===== config.mk =====
export PLATFORM = sky130hd
export DESIGN_NAME = delta_sample_bit_packer_unit
export DESIGN_NICKNAME = d
export VERILOG_FILES = /design/src/design/dsbp_pkg.sv /design/src/design/delta_sample_bit_packer_unit.sv /design/src/design/dsbp_front.sv /design/src/design/dsbp_queue.sv /design/src/design/dsbp_back.sv
export SDC_FILE = /design/constraint.sdc
export NUM_CORES = 1
export LEC_CHECK = 0
export ABC_AREA = 0
export BUFFER_PORTS_ARGS = -buffer_cell sky130_fd_sc_hd__buf_2
export CAP_MARGIN = 20
export CORE_MARGIN = 2
export CORE_UTILIZATION = 68
export DETAILED_ROUTE_END_ITERATION = 7
export GPL_ROUTABILITY_DRIVEN = 0
export PLACE_DENSITY = 0.87
export SLEW_MARGIN = 20
export SYNTH_ARGS = -nofsm -noshare
export SYNTH_HDL_FRONTEND = slang
export SYNTH_HIERARCHICAL = 1
export SYNTH_SLANG_ARGS = --single-unit

===== constraint.sdc =====
create_clock -name clk_i -period 22.4 [get_ports clk_i]
set_input_delay 3.36 -clock clk_i [delete_from_list [all_inputs] [get_ports clk_i]]
set_output_delay 3.36 -clock clk_i [all_outputs]
set_load 0.02 [all_outputs]

===== src/design/dsbp_pkg.sv =====
// Shared types and constants for the delta sample bit packer.
package dsbp_pkg;

  // Opcodes of an input item.
  localparam logic OP_ENCODE = 1'b0;
  localparam logic OP_FLUSH  = 1'b1;

  // Code word layout: 4 bits of length, 1 sign bit, then up to 15 value bits.
  localparam int unsigned LEN_BITS   = 4;
  localparam int unsigned HDR_BITS   = LEN_BITS + 1;
  localparam int unsigned VAL_BITS   = 15;
  localparam int unsigned CODE_BITS  = HDR_BITS + VAL_BITS;
  localparam int unsigned PEND_BITS  = 7;
  localparam int unsigned ACC_BITS   = CODE_BITS + PEND_BITS;
  localparam int unsigned MAX_BYTES  = 3;
  localparam logic [VAL_BITS-1:0] LOW15_MASK = 15'h7fff;

  // Queue between the front and the back.
  localparam int unsigned QUEUE_DEPTH = 2;
  localparam int unsigned QPTR_W      = $clog2(QUEUE_DEPTH);
  localparam int unsigned QCNT_W      = $clog2(QUEUE_DEPTH + 1);

  // One input item.
  typedef struct packed {
    logic               opcode;
    logic signed [15:0] sample;
  } in_item_t;

  // One result item.
  typedef struct packed {
    logic [7:0] out_byte;
    logic       last_of_run;
  } out_item_t;

  // The bytes that one input item causes, as they travel through the queue.
  typedef struct packed {
    logic [MAX_BYTES-1:0][7:0] bytes;
    logic [1:0]                nbytes;
  } entry_t;

endpackage


===== src/design/delta_sample_bit_packer_unit.sv =====
// Top level of the delta sample bit packer: front, queue and back.
//
// Usage: the input channel (in_valid_i, in_ready_o, in_data_i) takes one item
// per handshake: an encode item with a 16-bit sample, or a flush item. Each
// sample is predicted as twice the last sample minus the one before it, and
// the error becomes a code word of 5 to 20 bits packed LSB first. The output
// channel (out_valid_o, out_ready_i, out_data_o) carries one completed byte
// per handshake; last_of_run marks the final byte caused by an item.
// An item gives zero to three bytes; a flush gives the zero-padded partial
// byte, if any bits are pending, and clears the predictor and the packer.
// When the queue is empty, the first byte of an item is offered in the cycle
// after it is accepted. Throughput: one item per cycle while items cause at
// most one byte each and the receiver is ready; the back sends one byte per
// cycle while out_ready_i is high; a two-entry queue absorbs the difference.
// When the receiver stalls, the queue fills and in_ready_o falls once both
// entries are taken. Reset clears the predictor, the pending bits and the
// queue; no clearing pass is needed.
module delta_sample_bit_packer_unit (
  input  logic                clk_i,
  input  logic                rst_ni,
  input  logic                in_valid_i,
  output logic                in_ready_o,
  input  dsbp_pkg::in_item_t  in_data_i,
  output logic                out_valid_o,
  input  logic                out_ready_i,
  output dsbp_pkg::out_item_t out_data_o
);

  logic             push;
  dsbp_pkg::entry_t push_data;
  logic             q_full;
  logic             pop;
  logic             q_valid;
  dsbp_pkg::entry_t q_head;

  // Prediction and packing.
  dsbp_front u_front (
    .clk_i       (clk_i),
    .rst_ni      (rst_ni),
    .in_valid_i  (in_valid_i),
    .in_ready_o  (in_ready_o),
    .in_data_i   (in_data_i),
    .q_full_i    (q_full),
    .push_o      (push),
    .push_data_o (push_data)
  );

  // Decoupling queue.
  dsbp_queue u_queue (
    .clk_i       (clk_i),
    .rst_ni      (rst_ni),
    .push_i      (push),
    .push_data_i (push_data),
    .full_o      (q_full),
    .pop_i       (pop),
    .valid_o     (q_valid),
    .head_o      (q_head)
  );

  // Byte serializer.
  dsbp_back u_back (
    .clk_i       (clk_i),
    .rst_ni      (rst_ni),
    .q_valid_i   (q_valid),
    .q_head_i    (q_head),
    .pop_o       (pop),
    .out_valid_o (out_valid_o),
    .out_ready_i (out_ready_i),
    .out_data_o  (out_data_o)
  );

endmodule


===== src/design/dsbp_front.sv =====
// Front part: predicts each sample, builds its code word and packs it into bytes.
module dsbp_front (
  input  logic              clk_i,
  input  logic              rst_ni,
  input  logic              in_valid_i,
  output logic              in_ready_o,
  input  dsbp_pkg::in_item_t in_data_i,
  input  logic              q_full_i,
  output logic              push_o,
  output dsbp_pkg::entry_t  push_data_o
);

  logic [15:0] last_q, last_d;
  logic [15:0] second_q, second_d;
  logic [dsbp_pkg::PEND_BITS-1:0] pend_q, pend_d;
  logic [2:0] cnt_q, cnt_d;

  logic accept;
  logic [15:0] pred;
  logic [15:0] err;
  logic        neg;
  logic [dsbp_pkg::VAL_BITS-1:0] mag;
  logic [dsbp_pkg::VAL_BITS-1:0] val_mask;
  logic [dsbp_pkg::LEN_BITS-1:0] n;
  logic [dsbp_pkg::CODE_BITS-1:0] code;
  logic [dsbp_pkg::ACC_BITS-1:0] acc;
  logic [4:0] tot;
  logic [1:0] nbytes;
  logic [dsbp_pkg::PEND_BITS-1:0] rest;

  assign in_ready_o = !q_full_i;
  assign accept     = in_valid_i && in_ready_o;

  // Prediction error and its magnitude bits.
  assign pred = {last_q[14:0], 1'b0} - second_q;
  assign err  = in_data_i.sample - pred;
  assign neg  = err[15];
  assign mag  = neg ? ~err[14:0] : err[14:0];

  // Priority encoder: one more than the position of the highest set bit.
  always_comb begin
    n = '0;
    for (int i = 0; i < dsbp_pkg::VAL_BITS; i++) begin
      if (mag[i]) begin
        n = dsbp_pkg::LEN_BITS'(i + 1);
      end
    end
  end

  // Code word, then merged above the pending bits.
  assign val_mask = dsbp_pkg::LOW15_MASK >> (4'd15 - n);
  assign code     = {err[14:0] & val_mask, neg, n};
  assign acc      = ({{dsbp_pkg::PEND_BITS{1'b0}}, code} << cnt_q)
                  | {{dsbp_pkg::CODE_BITS{1'b0}}, pend_q};
  assign tot      = {2'b00, cnt_q} + {1'b0, n} + 5'(dsbp_pkg::HDR_BITS);
  assign nbytes   = tot[4:3];

  // Bits left over after the complete bytes are taken off.
  always_comb begin
    case (nbytes)
      2'd0:    rest = acc[6:0];
      2'd1:    rest = acc[14:8];
      2'd2:    rest = acc[22:16];
      default: rest = {4'b0000, acc[26:24]};
    endcase
  end

  // Next state and the entry handed to the queue.
  always_comb begin
    last_d   = last_q;
    second_d = second_q;
    pend_d   = pend_q;
    cnt_d    = cnt_q;
    push_o   = 1'b0;
    push_data_o.bytes  = {acc[23:16], acc[15:8], acc[7:0]};
    push_data_o.nbytes = nbytes;
    if (accept) begin
      if (in_data_i.opcode == dsbp_pkg::OP_FLUSH) begin
        push_o             = (cnt_q != 3'd0);
        push_data_o.bytes  = {16'h0000, 1'b0, pend_q};
        push_data_o.nbytes = 2'd1;
        last_d   = '0;
        second_d = '0;
        pend_d   = '0;
        cnt_d    = '0;
      end else begin
        push_o   = (nbytes != 2'd0);
        second_d = last_q;
        last_d   = in_data_i.sample;
        pend_d   = rest;
        cnt_d    = tot[2:0];
      end
    end
  end

  // Predictor and packer state.
  always_ff @(posedge clk_i or negedge rst_ni) begin
    if (!rst_ni) begin
      last_q   <= '0;
      second_q <= '0;
      pend_q   <= '0;
      cnt_q    <= '0;
    end else begin
      last_q   <= last_d;
      second_q <= second_d;
      pend_q   <= pend_d;
      cnt_q    <= cnt_d;
    end
  end

`ifndef SYNTH
  // A flush leaves the predictor and the packer cleared.
  a_flush_clears: assert property (@(posedge clk_i) disable iff (!rst_ni)
    accept && (in_data_i.opcode == dsbp_pkg::OP_FLUSH)
    |=> (cnt_q == 3'd0) && (pend_q == '0) && (last_q == '0) && (second_q == '0))
    else $error("flush did not clear the state");
`endif

endmodule


===== src/design/dsbp_queue.sv =====
// Short queue of packed byte groups between the front and the back.
module dsbp_queue (
  input  logic             clk_i,
  input  logic             rst_ni,
  input  logic             push_i,
  input  dsbp_pkg::entry_t push_data_i,
  output logic             full_o,
  input  logic             pop_i,
  output logic             valid_o,
  output dsbp_pkg::entry_t head_o
);

  dsbp_pkg::entry_t slots_q [dsbp_pkg::QUEUE_DEPTH];
  logic [dsbp_pkg::QPTR_W-1:0] wr_ptr_q, rd_ptr_q;
  logic [dsbp_pkg::QCNT_W-1:0] count_q, count_d;
  logic do_pop;

  assign full_o  = (count_q == dsbp_pkg::QCNT_W'(dsbp_pkg::QUEUE_DEPTH));
  assign valid_o = (count_q != '0);
  assign head_o  = slots_q[rd_ptr_q];
  assign do_pop  = pop_i && valid_o;

  // Occupancy follows pushes and pops.
  always_comb begin
    count_d = count_q;
    if (push_i && !do_pop) begin
      count_d = count_q + 1'b1;
    end else if (do_pop && !push_i) begin
      count_d = count_q - 1'b1;
    end
  end

  // Slot storage.
  always_ff @(posedge clk_i) begin
    if (push_i) begin
      slots_q[wr_ptr_q] <= push_data_i;
    end
  end

  // Pointers and occupancy.
  always_ff @(posedge clk_i or negedge rst_ni) begin
    if (!rst_ni) begin
      wr_ptr_q <= '0;
      rd_ptr_q <= '0;
      count_q  <= '0;
    end else begin
      if (push_i) begin
        wr_ptr_q <= wr_ptr_q + 1'b1;
      end
      if (do_pop) begin
        rd_ptr_q <= rd_ptr_q + 1'b1;
      end
      count_q <= count_d;
    end
  end

`ifndef SYNTH
  // The front never pushes into a full queue.
  a_no_overflow: assert property (@(posedge clk_i) disable iff (!rst_ni)
    push_i |-> !full_o)
    else $error("push into a full queue");
  // Occupancy never goes beyond the depth.
  a_count_range: assert property (@(posedge clk_i) disable iff (!rst_ni)
    count_q <= dsbp_pkg::QCNT_W'(dsbp_pkg::QUEUE_DEPTH))
    else $error("queue occupancy out of range");
`endif

endmodule


===== src/design/dsbp_back.sv =====
// Back part: sends the bytes of each queued group one per cycle while out_ready_i is high.
module dsbp_back (
  input  logic               clk_i,
  input  logic               rst_ni,
  input  logic               q_valid_i,
  input  dsbp_pkg::entry_t   q_head_i,
  output logic               pop_o,
  output logic               out_valid_o,
  input  logic               out_ready_i,
  output dsbp_pkg::out_item_t out_data_o
);

  logic [1:0] idx_q, idx_d;
  logic       is_last;
  logic       fire;

  assign is_last     = (idx_q == (q_head_i.nbytes - 2'd1));
  assign out_valid_o = q_valid_i;
  assign fire        = out_valid_o && out_ready_i;
  assign pop_o       = fire && is_last;

  // Current byte of the head group.
  always_comb begin
    out_data_o.last_of_run = is_last;
    case (idx_q)
      2'd0:    out_data_o.out_byte = q_head_i.bytes[0];
      2'd1:    out_data_o.out_byte = q_head_i.bytes[1];
      default: out_data_o.out_byte = q_head_i.bytes[2];
    endcase
  end

  // Byte index within the group.
  always_comb begin
    idx_d = idx_q;
    if (fire) begin
      idx_d = is_last ? 2'd0 : idx_q + 2'd1;
    end
  end

  always_ff @(posedge clk_i or negedge rst_ni) begin
    if (!rst_ni) begin
      idx_q <= '0;
    end else begin
      idx_q <= idx_d;
    end
  end

`ifndef SYNTH
  // A queued group always holds at least one byte, and the index stays inside it.
  a_idx_in_group: assert property (@(posedge clk_i) disable iff (!rst_ni)
    q_valid_i |-> (q_head_i.nbytes != 2'd0) && (idx_q < q_head_i.nbytes))
    else $error("byte index outside the queued group");
`endif

endmodule


Word-level counts from Yosys, hierarchy flattened
Memory sizes are Yosys's and may differ from the RTL's.
Index checks and enable logic that the tools add are counted.
{ "word_totals": {"memories": 1, "wordCells": 76, "input_bits": 21, "mem_bits_rw": 52, "ff_bits": 48, "output_inout_bits": 11} }
{ "classes": {"add_sub_neg": 11, "mux": 31, "shifts": 2, "reduce_logical": 15, "n_bitwise": 3, "eq_ne": 5} }
{ "mem_list": {"columns": ["name", "words", "width", "read_ports", "rd_ports_with_merged_regs", "write_ports", "line", "source"], "rows": [
  ["u_queue.slots_q", 2, 26, 1, 0, 1, "dsbp_queue.sv:13", "dsbp_pkg::entry_t slots_q [dsbp_pkg::QUEUE_DEPTH];"]
]} }
{ "ops": {"columns": ["operator", "count"], "rows": [
  ["4-bit 2-to-1 mux", 14],
  ["26-bit 2-to-1 mux", 2],
  ["16-bit 2-to-1 mux", 2],
  ["16-bit subtractor", 2],
  ["27-bit by 7-bit bitwise OR with 27-bit output", 1],
  ["20-bit by 3-bit left shift with 27-bit output", 1],
  ["7-bit one-hot mux with 3 select lines", 1],
  ["8-bit one-hot mux with 2 select lines", 1],
  ["15-bit AND", 1],
  ["15-bit 2-to-1 mux", 1],
  ["15-bit inverter", 1],
  ["15-bit by 4-bit right shift with 15-bit output (first input constant)", 1],
  ["7-bit 2-to-1 mux", 1],
  ["1-bit logical AND", 6],
  ["2-bit 2-to-1 mux", 3],
  ["2-bit nonzero test", 3],
  ["3-bit by 4-bit adder with 5-bit output", 1],
  ["5-bit by 3-bit adder with 5-bit output (second input constant)", 1],
  ["1-bit 2-to-1 mux", 5],
  ["2-bit by 1-bit adder with 2-bit output (second input constant)", 2],
  ["2-bit by 1-bit == test with 1-bit output (second input constant)", 2],
  ["2-bit == test (second input constant)", 2],
  ["2-bit logical NOT", 2],
  ["2-bit by 1-bit subtractor with 2-bit output (second input constant)", 2],
  ["6 further kinds", 9]
]} }

Longest topological paths before layout
{ "logic_depth": {"word_depth": 28, "ltp_mapped": 28, "mapped_depth_nobuf": 24} }

Modules after synthesis
Netlist, hierarchy kept.
{ "modules_own_cells": {"columns": ["mod", "cells_each", "seq_area_each_um2", "area_each_um2", "n_inst"], "rows": [
  ["dsbp_front", 675, 1051.0, 5311.3, 1],
  ["dsbp_queue", 97, 1661.6, 2168.3, 1],
  ["dsbp_back", 50, 50.0, 337.8, 1]
]} }

Worst setup path after synthesis
OpenSTA, ideal clock, no wires.
{ "synth_path": {"kind": "input port to flip-flop", "startpoint": "in in_data_i[2] (netlist name)", "endpoint": "mem u_queue/slots_q[0][0] (netlist name) (enable)", "stages": 22, "slack_ns": 12.270, "setup_ns": 0.412, "arrival_time_ns": 9.718, "cell_sequence": "inv_1 -> fa_1 -> inv_1 -> ha_1 -> o211ai_1 -> o21a_2 -> a2111oi_4 -> or3_1 -> buf_2 -> a211oi_1 -> o21ai_0 -> a221oi_4 -> buf_6 -> inv_1 -> ha_1 -> ha_1 -> fa_1 -> xor2_1 -> clkbuf_1 -> nor3_1 -> a211oi_1 -> nor2b_1"} }
{ "synth_via": {"elab_chain_cells": 24, "word_cells_on_any_way": 25, "classes_between": "3 x add/sub; 20 x mux; 1 x bitwise; 1 x reduce/logical"} }
{ "synth_rtl": {"columns": ["item", "line", "source"], "rows": [
  ["start, declared", "delta_sample_bit_packer_unit.sv:23", "input dsbp_pkg::in_item_t in_data_i,"],
  ["16-bit subtractor *", "dsbp_front.sv:36", "assign err = in_data_i.sample - pred;"],
  ["15-bit 2-to-1 mux *", "dsbp_front.sv:38", "assign mag = neg ? ~err[14:0] : err[14:0];"],
  ["1-bit 2-to-1 mux", "dsbp_front.sv:44", "if (mag[i]) begin"],
  ["4-bit 2-to-1 mux (13 in a row)", "dsbp_front.sv:44", null],
  ["4-bit 2-to-1 mux *", "dsbp_front.sv:44", null],
  ["3-bit by 4-bit adder with 5-bit output *", "dsbp_front.sv:55", "assign tot = {2'b00, cnt_q} + {1'b0, n} + 5'(dsbp_pkg::HDR_BITS);"],
  ["5-bit by 3-bit adder with 5-bit output *", "dsbp_front.sv:55", null],
  ["2-bit nonzero test *", "dsbp_front.sv:87", "push_o = (nbytes != 2'd0);"],
  ["1-bit 2-to-1 mux *", "dsbp_front.sv:78", "if (in_data_i.opcode == dsbp_pkg::OP_FLUSH) begin"],
  ["1-bit 2-to-1 mux *", "dsbp_front.sv:77", "if (accept) begin"],
  ["net push", "delta_sample_bit_packer_unit.sv:29", "logic push;"],
  ["1-bit 2-to-1 mux *", "dsbp_queue.sv:35", "if (push_i) begin"],
  ["1-bit 2-to-1 mux (implied by the code) *", "dsbp_queue.sv:36", "slots_q[wr_ptr_q] <= push_data_i;"],
  ["end, declared", "dsbp_queue.sv:13", null]
]} }
Mark *: on every way through the listed nets, which the timed path passes. The rest lies on a longest branch.

Worst setup path after layout
{ "layout_path": {"startpoint": "in in_data_i[2] (netlist name)", "endpoint": "mem u_queue/slots_q[0][14] (netlist name) (enable)"} }
The elaborated chain is that of the path after synthesis.

==> out/metrics.csv <==
metric,value,unit
status,completed,
Final Critical Period,10260,ps
htree depth,3,
Yosys top cell by area,edfxtp_1,
top_reg_cell synth,edfxtp_1,
Initial Utilization,0.691,
post-route ant nets,0,
Worst Path Buf+Inv,4,
highest cell delay on the worst timing path,800,ps
Yosys top cell area share,0.200,
# nets final,879,
Post-Syn Instances,822,
endpoints failing hold,0,
final setup fails,0,
via count,6586,
chip width,111,um
io pins,32,
fmax,97.5,MHz
first-pass GRT wire length,30700,um
initial antenna violation count,0,
fin util,0.730,
post-synthesis sequential area ratio,0.353,
clk sinks,100,
"most common cell after layout, fill and taps aside",nand2_1,
TritonCTS clock tree,yes,
setup TNS,0,ps
required time of the worst setup path,22380,ps
core area,11300,sq um
hpwl dp,13500,um
Clock transition at path regs,60,ps
CTS Hold Buffers Added,0,
Post-Syn Area,7820,sq um
Fillers,841,
CP arrival,10240,ps
pin count of the biggest net entering global routing,49,
Synth area leaders,"edfxtp_1, dfrtp_1, nand2_1",
First-pass DRT Iterations,7,
CTS Root Cell,clkbuf_16,
clk buf depth,2,
Final Max Slew Viols,0,
TritonCTS Buffers,9,
unrepaired setup endpoints after global routing,no,
I/O Buffers,31,
Clock Skew,9.03,ps
Seq cells post-synth,100,
die area,12400,sq um
Netlist cell types,95,
initial DRC count,726,
"Clk Latency, worst-skew pair",360,ps
die height,111,um
syn_area_per_cell,9.51,sq um
Setup Buffers After CTS,0,
Top delay family on crit path,compound AO/OA/AOI/OAI gates,
final worst path period share,0.458,
worst slew pin tran,1090,ps
Total GRT Usage,0.308,
Row Count,39,
Post-synth ARST share,0.480,
CP Class,input port to register,
Syn-to-layout area delta,5.73,%
Worst path slowest cell,xor2_1,
vias in the first global route,6432,
Ys Warns,6,
GR Overflow Total,0,
crit-path cells,buf_2 > inv_1 > fa_1 > inv_1 > ha_1 > o211ai_1 > o21a_2 > a2111oi_4 > or3_1 > a211oi_1 > o21ai_0 > a221oi_4 > inv_1 > ha_1 > ha_1 > fa_1 > xor2_1 > nor3_1 > a211oi_1 > nor2b_4,
Setup crit end kind,register,
Max-slew headroom,0.271,
Post-Syn Nets,883,
footprint of the multi-input gates,4530,sq um
ANT cells,0,
DRC viols,0,
"commonest non-fill, non-tap cells in the layout","nand2_1, inv_1, nor2_1",
Reg area,2760,sq um
worst hold path class,register to register,
drt wl/cell,19.3,um
share of cells above drive strength 1,0.166,
maximum fanout along the worst path,26,
Resized Gates After CTS,0,
critical path launch point type,input port,
Post-synth EDFFs,52,
WHS,490,ps
Detailed Route WL,18600,um
Avg Vias per Cell,6.82,
max-capacitance violation count,0,
layer usage:
| metal | GRT usage | wire [um] |
|---|---|---|
| met2 | 0.535 | 9400 |
| met5 | 0 | 0 |
| met1 | 0.364 | 6890 |
| met4 | 0.156 | 884 |
| met3 | 0.0623 | 1460 |
worst register-to-register path: stages, from the launching register on:
cell and delay, ps:
dfrtp_1 430, fa_1 540, inv_1 60, ha_1 380, o211ai_1 260, o21a_2 250, a2111oi_4 100, or3_1 470
a211oi_1 460, o21ai_0 320, a221oi_4 630, inv_1 100, ha_1 290, ha_1 230, fa_1 430, xor2_1 800
nor3_1 130, a211oi_1 520, nor2b_4 750
state kept, by name, indices dropped and copies added, names as in the netlist:
register          cells
u_front/last_q       16
u_queue/slots_q      52
u_front/cnt_q         3
u_front/second_q     16
u_queue/count_q       2
u_queue/rd_ptr_q      1
u_back/idx_q          2
u_front/pend_q        7
u_queue/wr_ptr_q      1
final timing paths:
kind	from	to	slack (ps)	depth (start not counted)
setup / recovery	in_data_i[2]	u_queue/slots_q[0][14]$_DFFE_PP_	12140	20
hold / removal	u_queue/count_q[1]$_DFFE_PN0P_	u_queue/count_q[1]$_DFFE_PN0P_	490	1
setup reg to reg	u_front/last_q[1]$_DFFE_PN0P_	u_queue/slots_q[0][14]$_DFFE_PP_	14870	18
hold reg to reg	u_queue/count_q[1]$_DFFE_PN0P_	u_queue/count_q[1]$_DFFE_PN0P_	490	1
max in group asynchronous	rst_ni	u_front/pend_q[4]$_DFFE_PN0P_	18940	1
min in group asynchronous	rst_ni	u_front/second_q[15]$_DFFE_PN0P_	3030	1
metrics by stage:
stage	setup WS (ps)	cells	area [sq um]
final	12140	966	8270
after CTS	12000	966	8260
after global routing	11840	966	8270
after floorplan	12270	822	7820
after detailed placement	11630	950	7920
after global placement	11890	950	7910
cell families after synthesis:
family,share of synthesized area
AOI/OAI and AO/OA,0.237
xor gates and xnor gates,0.0301
adders and majority gates,0.0784
buffers and inverters,0.0695
DFF,0.353
muxes,0.0802
and+or+nand+nor,0.151
synthesized netlist by cell type, types with 10 or more instances:
cell type,instances
o31ai_1,21
mux2_2,14
fa_1,15
o211ai_1,14
inv_1,69
a21o_1,10
clkbuf_1,31
nor2_1,70
nand2_1,89
a211oi_1,15
dfrtp_1,48
a31o_2,18
nor3_1,24
a22oi_1,11
edfxtp_1,52
ha_1,25
xnor2_1,17
o21ai_0,30
a21oi_1,26
mux2_4,19
cell type report:
cell class	count	share of cell area
multi-input cells	601	0.548
flip-flops and latches	100	0.334
repair buffers	36	0.0236
well taps	143	0.0216
clock inverters	5	0.0130
clock buffers	11	0.0282
inverters	70	0.0318
Power is left out: the tool's default activity adds up to more than one toggle a clock period on the data nets, which glitch-free logic cannot reach.
